==> src/design/assert_macros.svh <==
// Assertion helpers: full checks in simulation, empty bodies in synthesis.
`ifndef ASSERT_MACROS_SVH
`define ASSERT_MACROS_SVH

`ifndef SYNTHESIS

// Same-cycle implication under an active-low reset.
`define ASSERT_IMPLIES(label, clk, rstn, ante, cons) \
    label: assert property (@(posedge clk) disable iff (!(rstn)) (ante) |-> (cons)) \
        else $error("implication check failed");

// Next-cycle implication under an active-low reset.
`define ASSERT_NEXT(label, clk, rstn, ante, cons) \
    label: assert property (@(posedge clk) disable iff (!(rstn)) (ante) |=> (cons)) \
        else $error("next-cycle check failed");

`else

`define ASSERT_IMPLIES(label, clk, rstn, ante, cons)
`define ASSERT_NEXT(label, clk, rstn, ante, cons)

`endif

`endif

==> src/design/cbim_pkg.sv <==
package cbim_pkg;

    localparam logic [15:0] ADDR_MASK = 16'hF0CF;

    localparam logic [1:0] ACT_NONE   = 2'd0;
    localparam logic [1:0] ACT_PRG    = 2'd1;
    localparam logic [1:0] ACT_CHR    = 2'd2;
    localparam logic [1:0] ACT_MIRROR = 2'd3;

    localparam logic [2:0] PRG_SLOT_LOW  = 3'd4;
    localparam logic [2:0] PRG_SLOT_MID  = 3'd5;
    localparam logic [2:0] PRG_SLOT_SWAP = 3'd6;

    typedef enum logic [3:0] {
        OP_NONE,
        OP_TICK,
        OP_PRG_8000,
        OP_PRG_A000,
        OP_MIRROR,
        OP_SWAP,
        OP_CHR,
        OP_IRQ_LO,
        OP_IRQ_HI,
        OP_IRQ_ACK,
        OP_IRQ_CTRL
    } op_t;

    typedef struct packed {
        op_t        op;
        logic [7:0] data;
        logic [2:0] chr_slot;
        logic       chr_high;
    } cmd_t;

    typedef struct packed {
        logic full;
        logic empty;
    } q_status_t;

endpackage

==> src/design/cbim_front.sv <==
module cbim_front
    import cbim_pkg::*;
(
    input  logic        req_type,
    input  logic [15:0] addr,
    input  logic [7:0]  data,
    output cmd_t        cmd
);

    logic [15:0] m;
    logic [3:0]  top;
    logic [7:0]  low;
    logic        half_ok;
    logic        odd;
    logic        high;
    logic [1:0]  pair;

    always_comb begin
        m    = addr & ADDR_MASK;
        top  = m[15:12];
        low  = m[7:0];
        pair = 2'(top[1:0] + 2'd1);
        half_ok = 1'b1;
        odd     = 1'b0;
        high    = 1'b0;
        unique case (low)
            8'h00: begin
                odd = 1'b0; high = 1'b0;
            end
            8'h02, 8'h40: begin
                odd = 1'b0; high = 1'b1;
            end
            8'h01, 8'h04, 8'h80: begin
                odd = 1'b1; high = 1'b0;
            end
            8'h03, 8'h06, 8'hC0: begin
                odd = 1'b1; high = 1'b1;
            end
            default: begin
                half_ok = 1'b0;
            end
        endcase
    end

    always_comb begin
        cmd.op       = OP_NONE;
        cmd.data     = data;
        cmd.chr_slot = {pair, odd};
        cmd.chr_high = high;
        if (req_type) begin
            cmd.op = OP_TICK;
        end else begin
            unique case (m)
                16'h8000: cmd.op = OP_PRG_8000;
                16'hA000: cmd.op = OP_PRG_A000;
                16'h9000: cmd.op = OP_MIRROR;
                16'h9002, 16'h9080: cmd.op = OP_SWAP;
                16'hF000: cmd.op = OP_IRQ_LO;
                16'hF002, 16'hF040: cmd.op = OP_IRQ_HI;
                16'hF003, 16'hF0C0: cmd.op = OP_IRQ_ACK;
                16'hF004, 16'hF080: cmd.op = OP_IRQ_CTRL;
                default: begin
                    if (top >= 4'hB && top <= 4'hE && half_ok) begin
                        cmd.op = OP_CHR;
                    end
                end
            endcase
        end
    end

endmodule

==> src/design/cbim_cmd_fifo.sv <==
module cbim_cmd_fifo
    import cbim_pkg::*;
#(
    parameter int DEPTH = 2
) (
    input  logic      aclk,
    input  logic      aresetn,
    input  logic      push,
    input  cmd_t      push_cmd,
    input  logic      pop,
    output cmd_t      head_cmd,
    output q_status_t status
);

    localparam int PW = (DEPTH > 1) ? $clog2(DEPTH) : 1;
    localparam int CW = $clog2(DEPTH + 1);

    cmd_t          mem_reg [DEPTH];
    logic [PW-1:0] wr_ptr_reg, wr_ptr_next;
    logic [PW-1:0] rd_ptr_reg, rd_ptr_next;
    logic [CW-1:0] count_reg, count_next;

    function automatic logic [PW-1:0] ptr_inc(input logic [PW-1:0] p);
        ptr_inc = (p == PW'(DEPTH - 1)) ? '0 : PW'(p + 1'b1);
    endfunction

    assign status.full  = (count_reg == CW'(DEPTH));
    assign status.empty = (count_reg == '0);
    assign head_cmd     = mem_reg[rd_ptr_reg];

    always_comb begin
        wr_ptr_next = push ? ptr_inc(wr_ptr_reg) : wr_ptr_reg;
        rd_ptr_next = pop ? ptr_inc(rd_ptr_reg) : rd_ptr_reg;
        count_next  = count_reg;
        if (push && !pop) begin
            count_next = CW'(count_reg + 1'b1);
        end else if (pop && !push) begin
            count_next = CW'(count_reg - 1'b1);
        end
    end

    always_ff @(posedge aclk) begin
        if (!aresetn) begin
            wr_ptr_reg <= '0;
            rd_ptr_reg <= '0;
            count_reg  <= '0;
        end else begin
            wr_ptr_reg <= wr_ptr_next;
            rd_ptr_reg <= rd_ptr_next;
            count_reg  <= count_next;
        end
    end

    always_ff @(posedge aclk) begin
        if (push) begin
            mem_reg[wr_ptr_reg] <= push_cmd;
        end
    end

endmodule

==> src/design/cbim_back.sv <==
module cbim_back
    import cbim_pkg::*;
(
    input  logic       aclk,
    input  logic       aresetn,
    input  cmd_t       cmd,
    input  logic       cmd_valid,
    output logic       cmd_pop,
    input  logic       out_ready,
    output logic       out_valid,
    output logic [1:0] out_action,
    output logic [2:0] out_slot,
    output logic [7:0] out_bank,
    output logic [1:0] out_mirror,
    output logic       out_fire
);

    logic [7:0] char_bank_reg [8];
    logic [7:0] char_bank_next;
    logic       swap_mode_reg, swap_mode_next;
    logic [7:0] irq_reload_reg, irq_reload_next;
    logic [7:0] irq_count_reg, irq_count_next;
    logic [1:0] irq_en_reg, irq_en_next;

    logic       valid_reg;
    logic [1:0] action_reg, action_next;
    logic [2:0] slot_reg, slot_next;
    logic [7:0] bank_reg, bank_next;
    logic [1:0] mirror_reg, mirror_next;
    logic       fire_reg, fire_next;

    logic [7:0] cur_chr;
    logic       chr_write;

    assign cmd_pop = cmd_valid && (!valid_reg || out_ready);
    assign cur_chr = char_bank_reg[cmd.chr_slot];

    always_comb begin
        swap_mode_next  = swap_mode_reg;
        irq_reload_next = irq_reload_reg;
        irq_count_next  = irq_count_reg;
        irq_en_next     = irq_en_reg;
        char_bank_next  = cmd.chr_high ? {cmd.data[3:0], cur_chr[3:0]}
                                       : {cur_chr[7:4], cmd.data[3:0]};
        chr_write   = 1'b0;
        action_next = ACT_NONE;
        slot_next   = '0;
        bank_next   = '0;
        mirror_next = '0;
        fire_next   = 1'b0;
        unique case (cmd.op)
            OP_TICK: begin
                if (irq_en_reg[1]) begin
                    if (irq_count_reg == '0) begin
                        irq_count_next = irq_reload_reg;
                        irq_en_next    = {2{irq_en_reg[0]}};
                        fire_next      = 1'b1;
                    end else begin
                        irq_count_next = 8'(irq_count_reg + 1'b1);
                    end
                end
            end
            OP_PRG_8000: begin
                action_next = ACT_PRG;
                slot_next   = swap_mode_reg ? PRG_SLOT_SWAP : PRG_SLOT_LOW;
                bank_next   = cmd.data;
            end
            OP_PRG_A000: begin
                action_next = ACT_PRG;
                slot_next   = PRG_SLOT_MID;
                bank_next   = cmd.data;
            end
            OP_MIRROR: begin
                action_next = ACT_MIRROR;
                mirror_next = cmd.data[1:0];
            end
            OP_SWAP: begin
                swap_mode_next = cmd.data[1];
            end
            OP_CHR: begin
                chr_write   = 1'b1;
                action_next = ACT_CHR;
                slot_next   = cmd.chr_slot;
                bank_next   = char_bank_next;
            end
            OP_IRQ_LO: begin
                irq_reload_next = {irq_reload_reg[7:4], cmd.data[3:0]};
            end
            OP_IRQ_HI: begin
                irq_reload_next = {cmd.data[3:0], irq_reload_reg[3:0]};
            end
            OP_IRQ_ACK: begin
                irq_en_next = {2{irq_en_reg[0]}};
            end
            OP_IRQ_CTRL: begin
                irq_en_next = cmd.data[1:0];
                if (cmd.data[1]) begin
                    irq_count_next = irq_reload_reg;
                end
            end
            default: begin
            end
        endcase
    end

    always_ff @(posedge aclk) begin
        if (!aresetn) begin
            for (int i = 0; i < 8; i++) begin
                char_bank_reg[i] <= 8'(i);
            end
            swap_mode_reg  <= 1'b0;
            irq_reload_reg <= '0;
            irq_count_reg  <= '0;
            irq_en_reg     <= '0;
            valid_reg      <= 1'b0;
        end else begin
            if (cmd_pop) begin
                if (chr_write) begin
                    char_bank_reg[cmd.chr_slot] <= char_bank_next;
                end
                swap_mode_reg  <= swap_mode_next;
                irq_reload_reg <= irq_reload_next;
                irq_count_reg  <= irq_count_next;
                irq_en_reg     <= irq_en_next;
                valid_reg      <= 1'b1;
            end else if (out_ready) begin
                valid_reg <= 1'b0;
            end
        end
    end

    always_ff @(posedge aclk) begin
        if (cmd_pop) begin
            action_reg <= action_next;
            slot_reg   <= slot_next;
            bank_reg   <= bank_next;
            mirror_reg <= mirror_next;
            fire_reg   <= fire_next;
        end
    end

    assign out_valid  = valid_reg;
    assign out_action = action_reg;
    assign out_slot   = slot_reg;
    assign out_bank   = bank_reg;
    assign out_mirror = mirror_reg;
    assign out_fire   = fire_reg;

endmodule

==> src/design/cartridge_bank_irq_mapper.sv <==
// Bank-switch and scanline-IRQ controller for a cartridge.
// Input stream: one item per CPU write or scanline tick. s_tuser is the
// request kind (0 write, 1 tick); s_tdata carries the address and data byte.
// Writes are decoded under the 0xF0CF address mask into program-bank,
// character-bank, mirroring, swap-mode and IRQ latch/enable/acknowledge
// operations; ticks advance the 8-bit IRQ counter.
// Output stream: exactly one item per input item, in order. m_tuser is the
// action code; m_tdata carries slot, bank, mirroring mode and the IRQ flag.
// Each accepted item is decoded into the command queue, then executed into
// the output register, which drives m_tvalid. Throughput: one item per cycle
// while m_tready is high; the back end applies each command against the bank
// and IRQ registers as it pops it from the queue.
// Receiver stall: the output register holds its item, the back end stops
// draining the command queue, and s_tready drops once the queue is full.
// Reset (aresetn low, synchronous): queue and output empty, character
// bank i holds i, swap mode, IRQ latch, counter and enables are zero.
`include "assert_macros.svh"

module cartridge_bank_irq_mapper
    import cbim_pkg::*;
#(
    parameter int QUEUE_DEPTH = 2
) (
    input  logic        aclk,
    input  logic        aresetn,
    input  logic        s_tvalid,
    output logic        s_tready,
    input  logic [23:0] s_tdata,   // addr[15:0], data[23:16]
    input  logic [0:0]  s_tuser,   // req_type[0]
    output logic        m_tvalid,
    input  logic        m_tready,
    output logic [15:0] m_tdata,   // slot[2:0], bank[10:3], mirror_mode[12:11],
                                   // irq_fire[13], zero[15:14]
    output logic [1:0]  m_tuser    // action[1:0]
);

    cmd_t      front_cmd;
    cmd_t      head_cmd;
    q_status_t q_stat;
    logic      q_push;
    logic      q_pop;
    logic [2:0] out_slot;
    logic [7:0] out_bank;
    logic [1:0] out_mirror;
    logic       out_fire;

    assign s_tready = !q_stat.full;
    assign q_push   = s_tvalid && s_tready;

    cbim_front u_front (
        .req_type (s_tuser[0]),
        .addr     (s_tdata[15:0]),
        .data     (s_tdata[23:16]),
        .cmd      (front_cmd)
    );

    cbim_cmd_fifo #(
        .DEPTH (QUEUE_DEPTH)
    ) u_queue (
        .aclk     (aclk),
        .aresetn  (aresetn),
        .push     (q_push),
        .push_cmd (front_cmd),
        .pop      (q_pop),
        .head_cmd (head_cmd),
        .status   (q_stat)
    );

    cbim_back u_back (
        .aclk       (aclk),
        .aresetn    (aresetn),
        .cmd        (head_cmd),
        .cmd_valid  (!q_stat.empty),
        .cmd_pop    (q_pop),
        .out_ready  (m_tready),
        .out_valid  (m_tvalid),
        .out_action (m_tuser),
        .out_slot   (out_slot),
        .out_bank   (out_bank),
        .out_mirror (out_mirror),
        .out_fire   (out_fire)
    );

    assign m_tdata = {2'b00, out_fire, out_mirror, out_bank, out_slot};

    `ASSERT_IMPLIES(a_full_blocks_input, aclk, aresetn, q_stat.full, !s_tready)
    `ASSERT_IMPLIES(a_no_pop_when_empty, aclk, aresetn, q_pop, !q_stat.empty)
    `ASSERT_NEXT(a_pop_fills_output, aclk, aresetn, q_pop, m_tvalid)

endmodule
==> config.mk <==
export PLATFORM = sky130hd
export DESIGN_NAME = cartridge_bank_irq_mapper
export DESIGN_NICKNAME = d
export VERILOG_FILES = /design/src/design/cbim_pkg.sv /design/src/design/cbim_front.sv /design/src/design/cbim_cmd_fifo.sv /design/src/design/cbim_back.sv /design/src/design/cartridge_bank_irq_mapper.sv
export VERILOG_INCLUDE_DIRS = /design/src /design/src/design
export SDC_FILE = /design/constraint.sdc
export NUM_CORES = 1
export LEC_CHECK = 0
export BUFFER_PORTS_ARGS = -buffer_cell sky130_fd_sc_hd__buf_2
export CORE_UTILIZATION = 53
export CTS_BUF_LIST = sky130_fd_sc_hd__clkbuf_16
export CTS_CLUSTER_DIAMETER = 40
export DETAILED_ROUTE_END_ITERATION = 8
export GPL_TIMING_DRIVEN = 0
export PLACE_DENSITY_LB_ADDON = 0.12
export SETUP_SLACK_MARGIN = 0.05
export SYNTH_ARGS = -nofsm -noshare
export SYNTH_HDL_FRONTEND = slang
export SYNTH_SLANG_ARGS = --single-unit
==> constraint.sdc <==
create_clock -name aclk -period 2.7 [get_ports aclk]
set_clock_uncertainty 0.1 [all_clocks]
set_input_delay 0.27 -clock aclk [delete_from_list [all_inputs] [get_ports aclk]]
set_output_delay 0.27 -clock aclk [all_outputs]
set_load 0.05 [all_outputs]
After elaboration in Yosys (flattened, before gate mapping)
Memories as Yosys holds them, arrays and structs flattened. A register that Yosys moved wholly into a read port is not among the register bits.
Cells that the tools add are included.
{"block": "totals", "regBits": 40, "mem_bits_rw": 96, "inputBits": 29, "out_inout_bits": 20, "wordCells": 136, "memories": 2}
{"memory": "u_back.char_bank_reg", "depth": 8, "word_bits": 8, "rd": 1, "rd_clocked_by_memory_dff": 0, "wr": 8, "line_no": "cbim_back.sv:18", "rtl": "logic [7:0] char_bank_reg [8];"}
{"memory": "u_queue.mem_reg", "depth": 2, "word_bits": 16, "rd": 1, "rd_clocked_by_memory_dff": 1, "wr": 1, "line_no": "cbim_cmd_fifo.sv:18", "rtl": "cmd_t mem_reg [DEPTH];"}
{"block": "op_classes", "addsub": 6, "magnitude_cmp": 2, "n_eq_ne": 33, "muxes": 39, "bitwise": 4, "reduce_logical": 35}
{"op": "10-bit equality test, second input constant", "count": 12}
{"op": "8-bit one-hot mux with 2 select lines", "count": 3}
{"op": "8-bit two-way mux", "count": 5}
{"op": "4-bit one-hot mux with 8 select lines", "count": 1}
{"op": "1-bit two-way mux", "count": 19}
{"op": "4-bit by 3-bit equality test with 1-bit output, second input constant", "count": 4}
{"op": "8-bit logical NOT", "count": 2}
{"op": "4-bit equality test, second input constant", "count": 3}
{"op": "6-bit by 2-bit equality test with 1-bit output, second input constant", "count": 2}
{"op": "6-bit by 3-bit equality test with 1-bit output, second input constant", "count": 2}
{"op": "6-bit equality test, second input constant", "count": 2}
{"op": "2-bit one-hot mux with 3 select lines", "count": 2}
{"op": "2-bit two-way mux", "count": 5}
{"op": "2-bit OR reduction", "count": 5}
{"op": "3-bit one-hot mux with 3 select lines", "count": 1}
{"op": "9-bit OR reduction", "count": 1}
{"op": "8-bit by 1-bit adder with 8-bit output, second input constant", "count": 1}
{"op": "4-bit by 2-bit equality test with 1-bit output, second input constant", "count": 2}
{"op": "4-bit AND reduction", "count": 2}
{"op": "8-bit OR reduction", "count": 1}
{"op": "6-bit by 1-bit equality test with 1-bit output, second input constant", "count": 1}
{"op": "6-bit by 5-bit equality test with 1-bit output, second input constant", "count": 1}
{"op": "1-bit logical AND", "count": 6}
{"op": "3-bit two-way mux", "count": 2}
{"op": "19 further kinds", "count": 34}

Logic depth before layout (Yosys ltp)
Gate-level depths: netlist of the first run.
{"block": "logic_depth", "depth_word": 8, "ltp_mapped": 9, "mapped_depth_nobuf": 7}

Modules after synthesis
From an unflattened synthesis of the first run, not the netlist that was laid out.
{"block": "hier_totals", "cells_unflattened": 590, "hier_area_um2": 6786.5}
{"mod": "cbim_back", "instances": 1, "cells_each": 441, "area_each_um2": 4857.2, "seq_area_each_um2": 2802.7}
{"mod": "cbim_cmd_fifo", "instances": 1, "cells_each": 72, "area_each_um2": 1372.6, "seq_area_each_um2": 1061.0}
{"mod": "cbim_front", "instances": 1, "cells_each": 70, "area_each_um2": 516.7, "seq_area_each_um2": 0.0}
{"mod": "cartridge_bank_irq_mapper", "instances": 1, "cells_each": 7, "area_each_um2": 40.0, "seq_area_each_um2": 0.0}

Worst setup path after synthesis of the first run
No wires, ideal clock.
{"block": "synth_timing", "path_type": "register to register", "from": "register (tool-made name)", "to": "memory u_back.char_bank_reg[1][0] (enable)", "setup_ns": 0.329, "t_arrival_ns": 1.984, "t_required_ns": 2.271, "slack_ns": 0.287, "path_stages_with_launch": 8, "path_buffers": 2, "period_less_slack_ns": 2.413, "path_cell_list": "dfxtp_1 > buf_6 > or3b_4 > a22o_1 > buf_6 > nor4_4 > nand2_2 > nand2_1"}
{"item": "to (decl)", "line_no": "cbim_back.sv:18"}

==> results of run 1 <==
[layout make-up]
type                       instances  area (sq um)  share of cell area
sequential                       137          3860               0.479
multi-input combinational        415          2850               0.353
clock buffer                      17           425              0.0527
timing repair buffer              50           323              0.0400
tap                              168           210              0.0261
clock inverter                    14           188              0.0233
buffer                            26           161              0.0200
inverter                          12          45.0             0.00558
[critical path, stage by stage, from the launching register on]
cell      delay [ps]
dfxtp_2          380
buf_6            170
buf_6            170
mux2_2           480
nor2_2           350
a22o_1           230
a221oi_4          80
buf_12           170
o32ai_1          310
[Yosys cell counts (all sizes together), types with 10 or more instances]
library cell  number  area share
mux2              10       0.017
nor3              23       0.019
nand2             56       0.032
o21ai             14       0.012
dfxtp             25       0.074
o22ai             16       0.017
edfxtp           112        0.50
a22oi             11       0.013
buf               17       0.019
a21oi             24       0.018
nor2              83       0.047
inv               11      0.0061
mux2i             34       0.050
nand3             22       0.016
[layer usage]
| layer | up-vias | share of wire | global-route usage |
|---|---|---|---|
| li1 | 2375 | - | - |
| met1 | 2523 | 0.44 | 0.390 |
| met2 | 271 | 0.45 | 0.421 |
| met3 | 39 | 0.092 | 0.0822 |
| met4 | 0 | 0.020 | 0.0848 |
| met5 | - | 0 | 0 |
[power by group through the flow]
stage	Clock, mW	Combinational (mW)	Sequential, mW
floorplan	0	1.63	3.10
global placement	0	2.65	2.77
detailed placement	0	2.68	2.78
CTS	2.47	2.82	2.75
global route	2.54	3.19	2.78
finish	2.45	3.03	2.75
[metrics by stage]
stage / power (mW) / hold slack (ps)
2_1_floorplan: 4.73 / 269
3_3_place_gp: 5.42 / 358
3_5_place_dp: 5.46 / 363
4_1_cts: 8.04 / 28.1
5_1_grt: 8.52 / 45.5
6_report: 8.23 / 41.6
[worst max-delay path by stage]
stage,startpoint,end
final,register,u_back.out_bank[4]$_DFFE_PP_
after global routing,register,u_back.out_bank[4]$_DFFE_PP_
after CTS,register,u_back.out_bank[7]$_DFFE_PP_
after detailed placement,register,u_back.char_bank_reg[0][7]$_SDFFCE_PN0P_
after global placement,register,u_back.char_bank_reg[0][4]$_SDFFCE_PN0P_
after floorplan,register,u_back.char_bank_reg[1][0]$_SDFFCE_PN1P_
[what timing repair did]
item | CTS | global route
setup endpoints to repair | 118 | 119
setup buffers | 2 | 6
gates resized for setup | 24 | 17
hold endpoints to repair | 16 | 0
cloned | 0 | 0
pin swaps | 2 | 4
hold buffers | 8 | 0
[kinds of logic after synthesis]
kind of cell | count (synthesis) | synth area share
other | 1 | 0.000555
buffers and inverters | 38 | 0.0304
DFF | 137 | 0.572
muxes | 46 | 0.0754
and+or+nand+nor | 238 | 0.177
xor gates and xnor gates | 6 | 0.00778
adders and majority gates | 7 | 0.0130
AOI/OAI and AO/OA | 116 | 0.124
==> impl_results.md, run 1 <==
- Status: complete, no violations
- Post-synthesis average cell area: ~11 sq um
- Clock buffer depth: 2
- Worst-margin pin slew: 1020 ps
- DP Worst Slack: -491 ps
- Post-route ant nets: 0
- Hold path depth: 3
- Gate Count Post-Synth: just under 600
- Reg2reg setup slack: roughly 54 ps
- Req. time, crit path: around 2800 ps
- Final setup violation count: 0
- Post-synth EDFFs: 112
- Hold Path End: u_back.out_valid$_SDFFE_PN0P_
- Clock power frac: 0.298
- Initial antenna violation count: 0
- Total number of vias: 5208
- Worst-case reg-to-reg path depth: 8
- Via/cell ratio: 6.21
- Placed insts: approximately 790
- Layout Utilization: 0.661
- Synth Cell Area: slightly below 7000 sq um
- Yosys reg bits: approximately 140
- FMAX: 378 MHz
- DR iter-0 viols: roughly 600
- Post-DR wirelength/cell: between 20 and 25 um
- Layout cells sized above 1: 0.225
- Slew margin rel.: 0.318
- CTS tree: done
- H-tree depth: 4
- Die W: 115 um
- Sw Pwr: 3.05 mW
- TritonRoute pass-1 iters: 7
- WS Path Type: register to register
- Switching Fraction: 0.371
- Post-route setup slack: around 54 ps
- Grt ovf: 0
- Vias in the first global route: roughly 5000
- Cell Area, Placed: 7140 sq um
- Ys flop type: edfxtp_1
- Post-route cell area: around 8100 sq um
- Fill count: approximately 960
- Number of flip-flops in the largest register: 64
- Combinational Power Share: 0.368
- IO Pins: 49
- Largest net degree at the start of global routing: 22
- VDD IR max: 0.527 mV
- HP Class: primary input to register
- Tot GR Track Use: 0.279
- Routability Congestion: a little under 0.9
- Site Rows: 40
- Max cap viols: 0
- R2r endpoint: u_back.out_bank[4]$_DFFE_PP_
- First-pass GRT wire length: ~27000 um
- Most frequent cells in the layout: 112 x edfxtp_1, 78 x nor2_1, 46 x nand2_1
- Die Footprint: 13200 sq um
- Worst skew pair latency: roughly 430 ps
- Die Y: approximately 110 um
- Commonest non-fill, non-tap cell in the layout: edfxtp_1
- Power share of the sequential group: 0.334
- Hold Crit Start: m_tready
- Crit. End Element: register
- PortBufs: 34
- Total Routed Length: ~17000 um
- Synth-to-layout area growth: 19.5%
- Initial Util: 0.553
- CTS buffer count: 17
- Clk pin slew, worst setup/hold paths: 50 ps
- Final Hold Viols: 0
- Root Buffer: clkbuf_16
- Critical path launch point type: register
- Synth unique cells: between 60 and 70
- Max FO, Critical Path: 10
- Core area: approximately 12000 sq um
- Static leakage: 2.96 nW
- Post-synthesis sequential area ratio: 0.572
- ANT cells: 0
- Arr. time, crit path: ~2800 ps
- P per Cell Area: 1020 nW/um^2
- Non-Filler Instances: approximately 840
- Tmin final: ~2600 ps
- Drc violations: 0
- Unrepaired setup endpoints after global routing: yes
- Fin crit share: 0.980
- Nets@finish: around 700
- Syn. warnings: 0
- Max-slew violations: 0
- Internal power: around 5.2 mW
- Ys async rst share: 0
- TritonCTS Sinks: 137
- Detailed Place HPWL: 11900 um
- Setup TNS: 0 ps
Power figures use the tool's default switching activity.
==> inputs of run 2 (changes only) <==
--- a/config.mk
+++ b/config.mk
@@ -7,7 +7,9 @@
 export NUM_CORES = 1
 export LEC_CHECK = 0
 export BUFFER_PORTS_ARGS = -buffer_cell sky130_fd_sc_hd__buf_2
-export CORE_UTILIZATION = 53
+export CELL_PAD_IN_SITES_DETAIL_PLACEMENT = 0
+export CELL_PAD_IN_SITES_GLOBAL_PLACEMENT = 2
+export CORE_UTILIZATION = 41
 export CTS_BUF_LIST = sky130_fd_sc_hd__clkbuf_16
 export CTS_CLUSTER_DIAMETER = 40
 export DETAILED_ROUTE_END_ITERATION = 8
==> impl_results.md, run 2 (same netlist as run 1, synthesis figures left out) <==
- VDD IR max: 0.575 mV (+9.1%)
- Drc violations: 0 (unchanged)
- Vias in the first global route: 4782 (-2.5%)
- Slowest Stage Delay on Critical Path: 410 ps (-70 ps)
- Number of flip-flops in the largest register: 64 (unchanged)
- Critical path launch point type: register
- CP bufs+invs: 1 (-2)
- HP Class: primary input to register
- Combinational Power Share: 0.374 (+0.006)
- Initial antenna violation count: 0 (unchanged)
- PortBufs: 34 (unchanged)
- Total number of vias: 4959 (-4.8%)
- Die W: 130 um (+13%)
- Clk pin slew, worst setup/hold paths: 60 ps (about the same)
- DR iter-0 viols: 487 (-20%)
- Largest net degree at the start of global routing: 22 (unchanged)
- Placed insts: 840 (+6.1%)
- Final Hold Viols: 0 (unchanged)
- Crit-path leading delay family: simple AND/OR/NAND/NOR gates
- WS Path Type: register to register
- Via/cell ratio: 5.58 (-10%)
- Worst skew pair latency: 420 ps (about the same)
- Core area: 16000 sq um (+31%)
- Cell Area, Placed: 7200 sq um (+0.84%)
- First-pass GRT wire length: 28300 um (+5.7%)
- Nets@finish: 696 (+0.14%)
- Commonest non-fill, non-tap cell in the layout: edfxtp_1
- Post-DR wirelength/cell: 20.4 um (-0.67%)
- Grt ovf: 0 (unchanged)
- Detailed Place HPWL: 12800 um (+7.8%)
- Sw Pwr: 3.15 mW (+3.2%)
- Crit. End Element: register
- Static leakage: 2.93 nW (-0.72%)
- Clock power frac: 0.293 (-0.005)
- Max-slew violations: 0 (unchanged)
- Power share of the sequential group: 0.333 (about the same)
- Tmin final: 2610 ps (-35.9 ps)
- TritonCTS Sinks: 137 (unchanged)
- Tot GR Track Use: 0.233 (-0.0455)
- Initial Util: 0.422 (-0.131)
- IO Pins: 49 (unchanged)
- Total Routed Length: 18100 um (+5.3%)
- FMAX: 383 MHz (+1.4%)
- Worst-margin pin slew: 1000 ps (-20.9 ps)
- CTS buffer count: 17 (unchanged)
- Internal power: 5.13 mW (-1.1%)
- Status: complete, no violations
- CTS tree: done
- Max cap viols: 0 (unchanged)
- Post-route ant nets: 0 (unchanged)
- TritonRoute pass-1 iters: 5 (-2)
- Die Y: 130 um (+13%)
- Root Buffer: clkbuf_16
- Most frequent cells in the layout: 112 x edfxtp_1, 78 x nor2_1, 45 x nand2_1
- Routability Congestion: 0.832 (-6.7%)
- Final setup violation count: 0 (unchanged)
- Layout cells sized above 1: 0.233 (+0.00825)
- Max FO, Critical Path: 10 (unchanged)
- Switching Fraction: 0.381 (+0.00994)
- Fill count: 1510 (+57%)
- Die Footprint: 17000 sq um (+29%)
- Slew margin rel.: 0.332 (+0.0139)
- Site Rows: 46 (+15%)
- ANT cells: 0 (unchanged)
- Reg2reg setup slack: 90 ps (+40 ps)
- Final hold slack: 76.6 ps (+35.0 ps)
- H-tree depth: 4 (unchanged)
- Req. time, crit path: 2710 ps (-120 ps)
- P per Cell Area: 1020 nW/um^2 (-0.43%)
- Slowest-stage cell, CP: or3b_4
- Multi-input combinational cell area: 2860 sq um (+0.31%)
- Area taken by flip-flops and latches: 3860 sq um (unchanged)
- Non-Filler Instances: 889 (+6.0%)
- Arr. time, crit path: 2620 ps (-160 ps)
- Fin crit share: 0.967 (-0.0133)
- Clock buffer depth: 2 (unchanged)
- Worst-path cell chain: buf_6 -> or3b_4 -> a22o_1 -> nor2_4 -> nand3_1 -> nand2_2
- Post-route cell area: 8140 sq um (+0.93%)
- Synth-to-layout area growth: 20.6%
- Unrepaired setup endpoints after global routing: yes
-- run 2: cell count changes in the layout (fill, tap and decap cells not counted), moves of 3 or more --
cell | before | now
clkinvlp_4 | 0 | 3
inv_1 | 13 | 10
mux2i_2 | 8 | 5
mux2i_4 | 1 | 4
nand2_2 | 6 | 9
-- run 2: area by class of cell --
cell class | instances | share of cell area
plain buffers | 26 | 0.0201
flip-flops and latches | 137 | 0.475
repair inverters | 1 | 0.000615
multi-input cells | 415 | 0.351
inverters | 12 | 0.00599
clock buffers | 17 | 0.0522
repair buffers | 50 | 0.0396
clock inverters | 15 | 0.0224
well taps | 216 | 0.0332
-- run 2: worst min-delay path, stage by stage --
cell	delay [ps]
buf_2	80
nand2b_1	130
a21oi_1	70
-- run 2: final timing paths --
kind,to,start,cells after the start
max reg2reg,u_back.char_bank_reg[4][2]$_SDFFCE_PN1P_,register,6
min reg2reg,u_back.irq_reload_reg[3]$_SDFFE_PN0P_,u_back.irq_reload_reg[3]$_SDFFE_PN0P_,2
min,u_back.out_valid$_SDFFE_PN0P_,m_tready,3
max,u_back.char_bank_reg[4][2]$_SDFFCE_PN1P_,register,6
-- run 2: through the flow --
| stage | total power, mW | utilization | setup slack, ps | setup TNS (ps) |
|---|---|---|---|---|
| global placement | 5.51 | 0.450 | -524 | -21410 |
| finish | 8.27 | 0.509 | 89.8 | 0 |
| global route | 8.63 | 0.509 | -58.1 | -923 |
| floorplan | 4.73 | - | 287 | 0 |
| CTS | 8.15 | 0.503 | 21.2 | 0 |
| detailed placement | 5.54 | 0.450 | -513 | -23550 |
-- run 2: power groups by stage --
stage          clock network (mW)  logic, mW  registers [mW]
6_report                     2.42       3.10            2.76
5_1_grt                      2.54       3.30            2.79
4_1_cts                      2.45       2.95            2.75
3_5_place_dp                    0       2.75            2.79
3_3_place_gp                    0       2.73            2.77
2_1_floorplan                   0       1.63            3.10
-- run 2: layer usage --
| layer | GRT usage | part of all wire | wire (um) | vias up |
|---|---|---|---|---|
| met5 | 0 | 0 | 0 | - |
| met4 | 0.0737 | 0.011 | 207 | 0 |
| met3 | 0.0701 | 0.062 | 1120 | 15 |
| met2 | 0.338 | 0.44 | 7900 | 150 |
| met1 | 0.334 | 0.49 | 8890 | 2411 |
| li1 | - | - | - | 2383 |
-- run 2: timing repair --
item	in CTS	in global routing
pin swaps	3	3
hold buffers	8	0
cloned	0	1
hold endpoints to repair	16	0
setup buffers	6	2
gates resized for setup	29	14
endpoints found under the setup margin	138	100
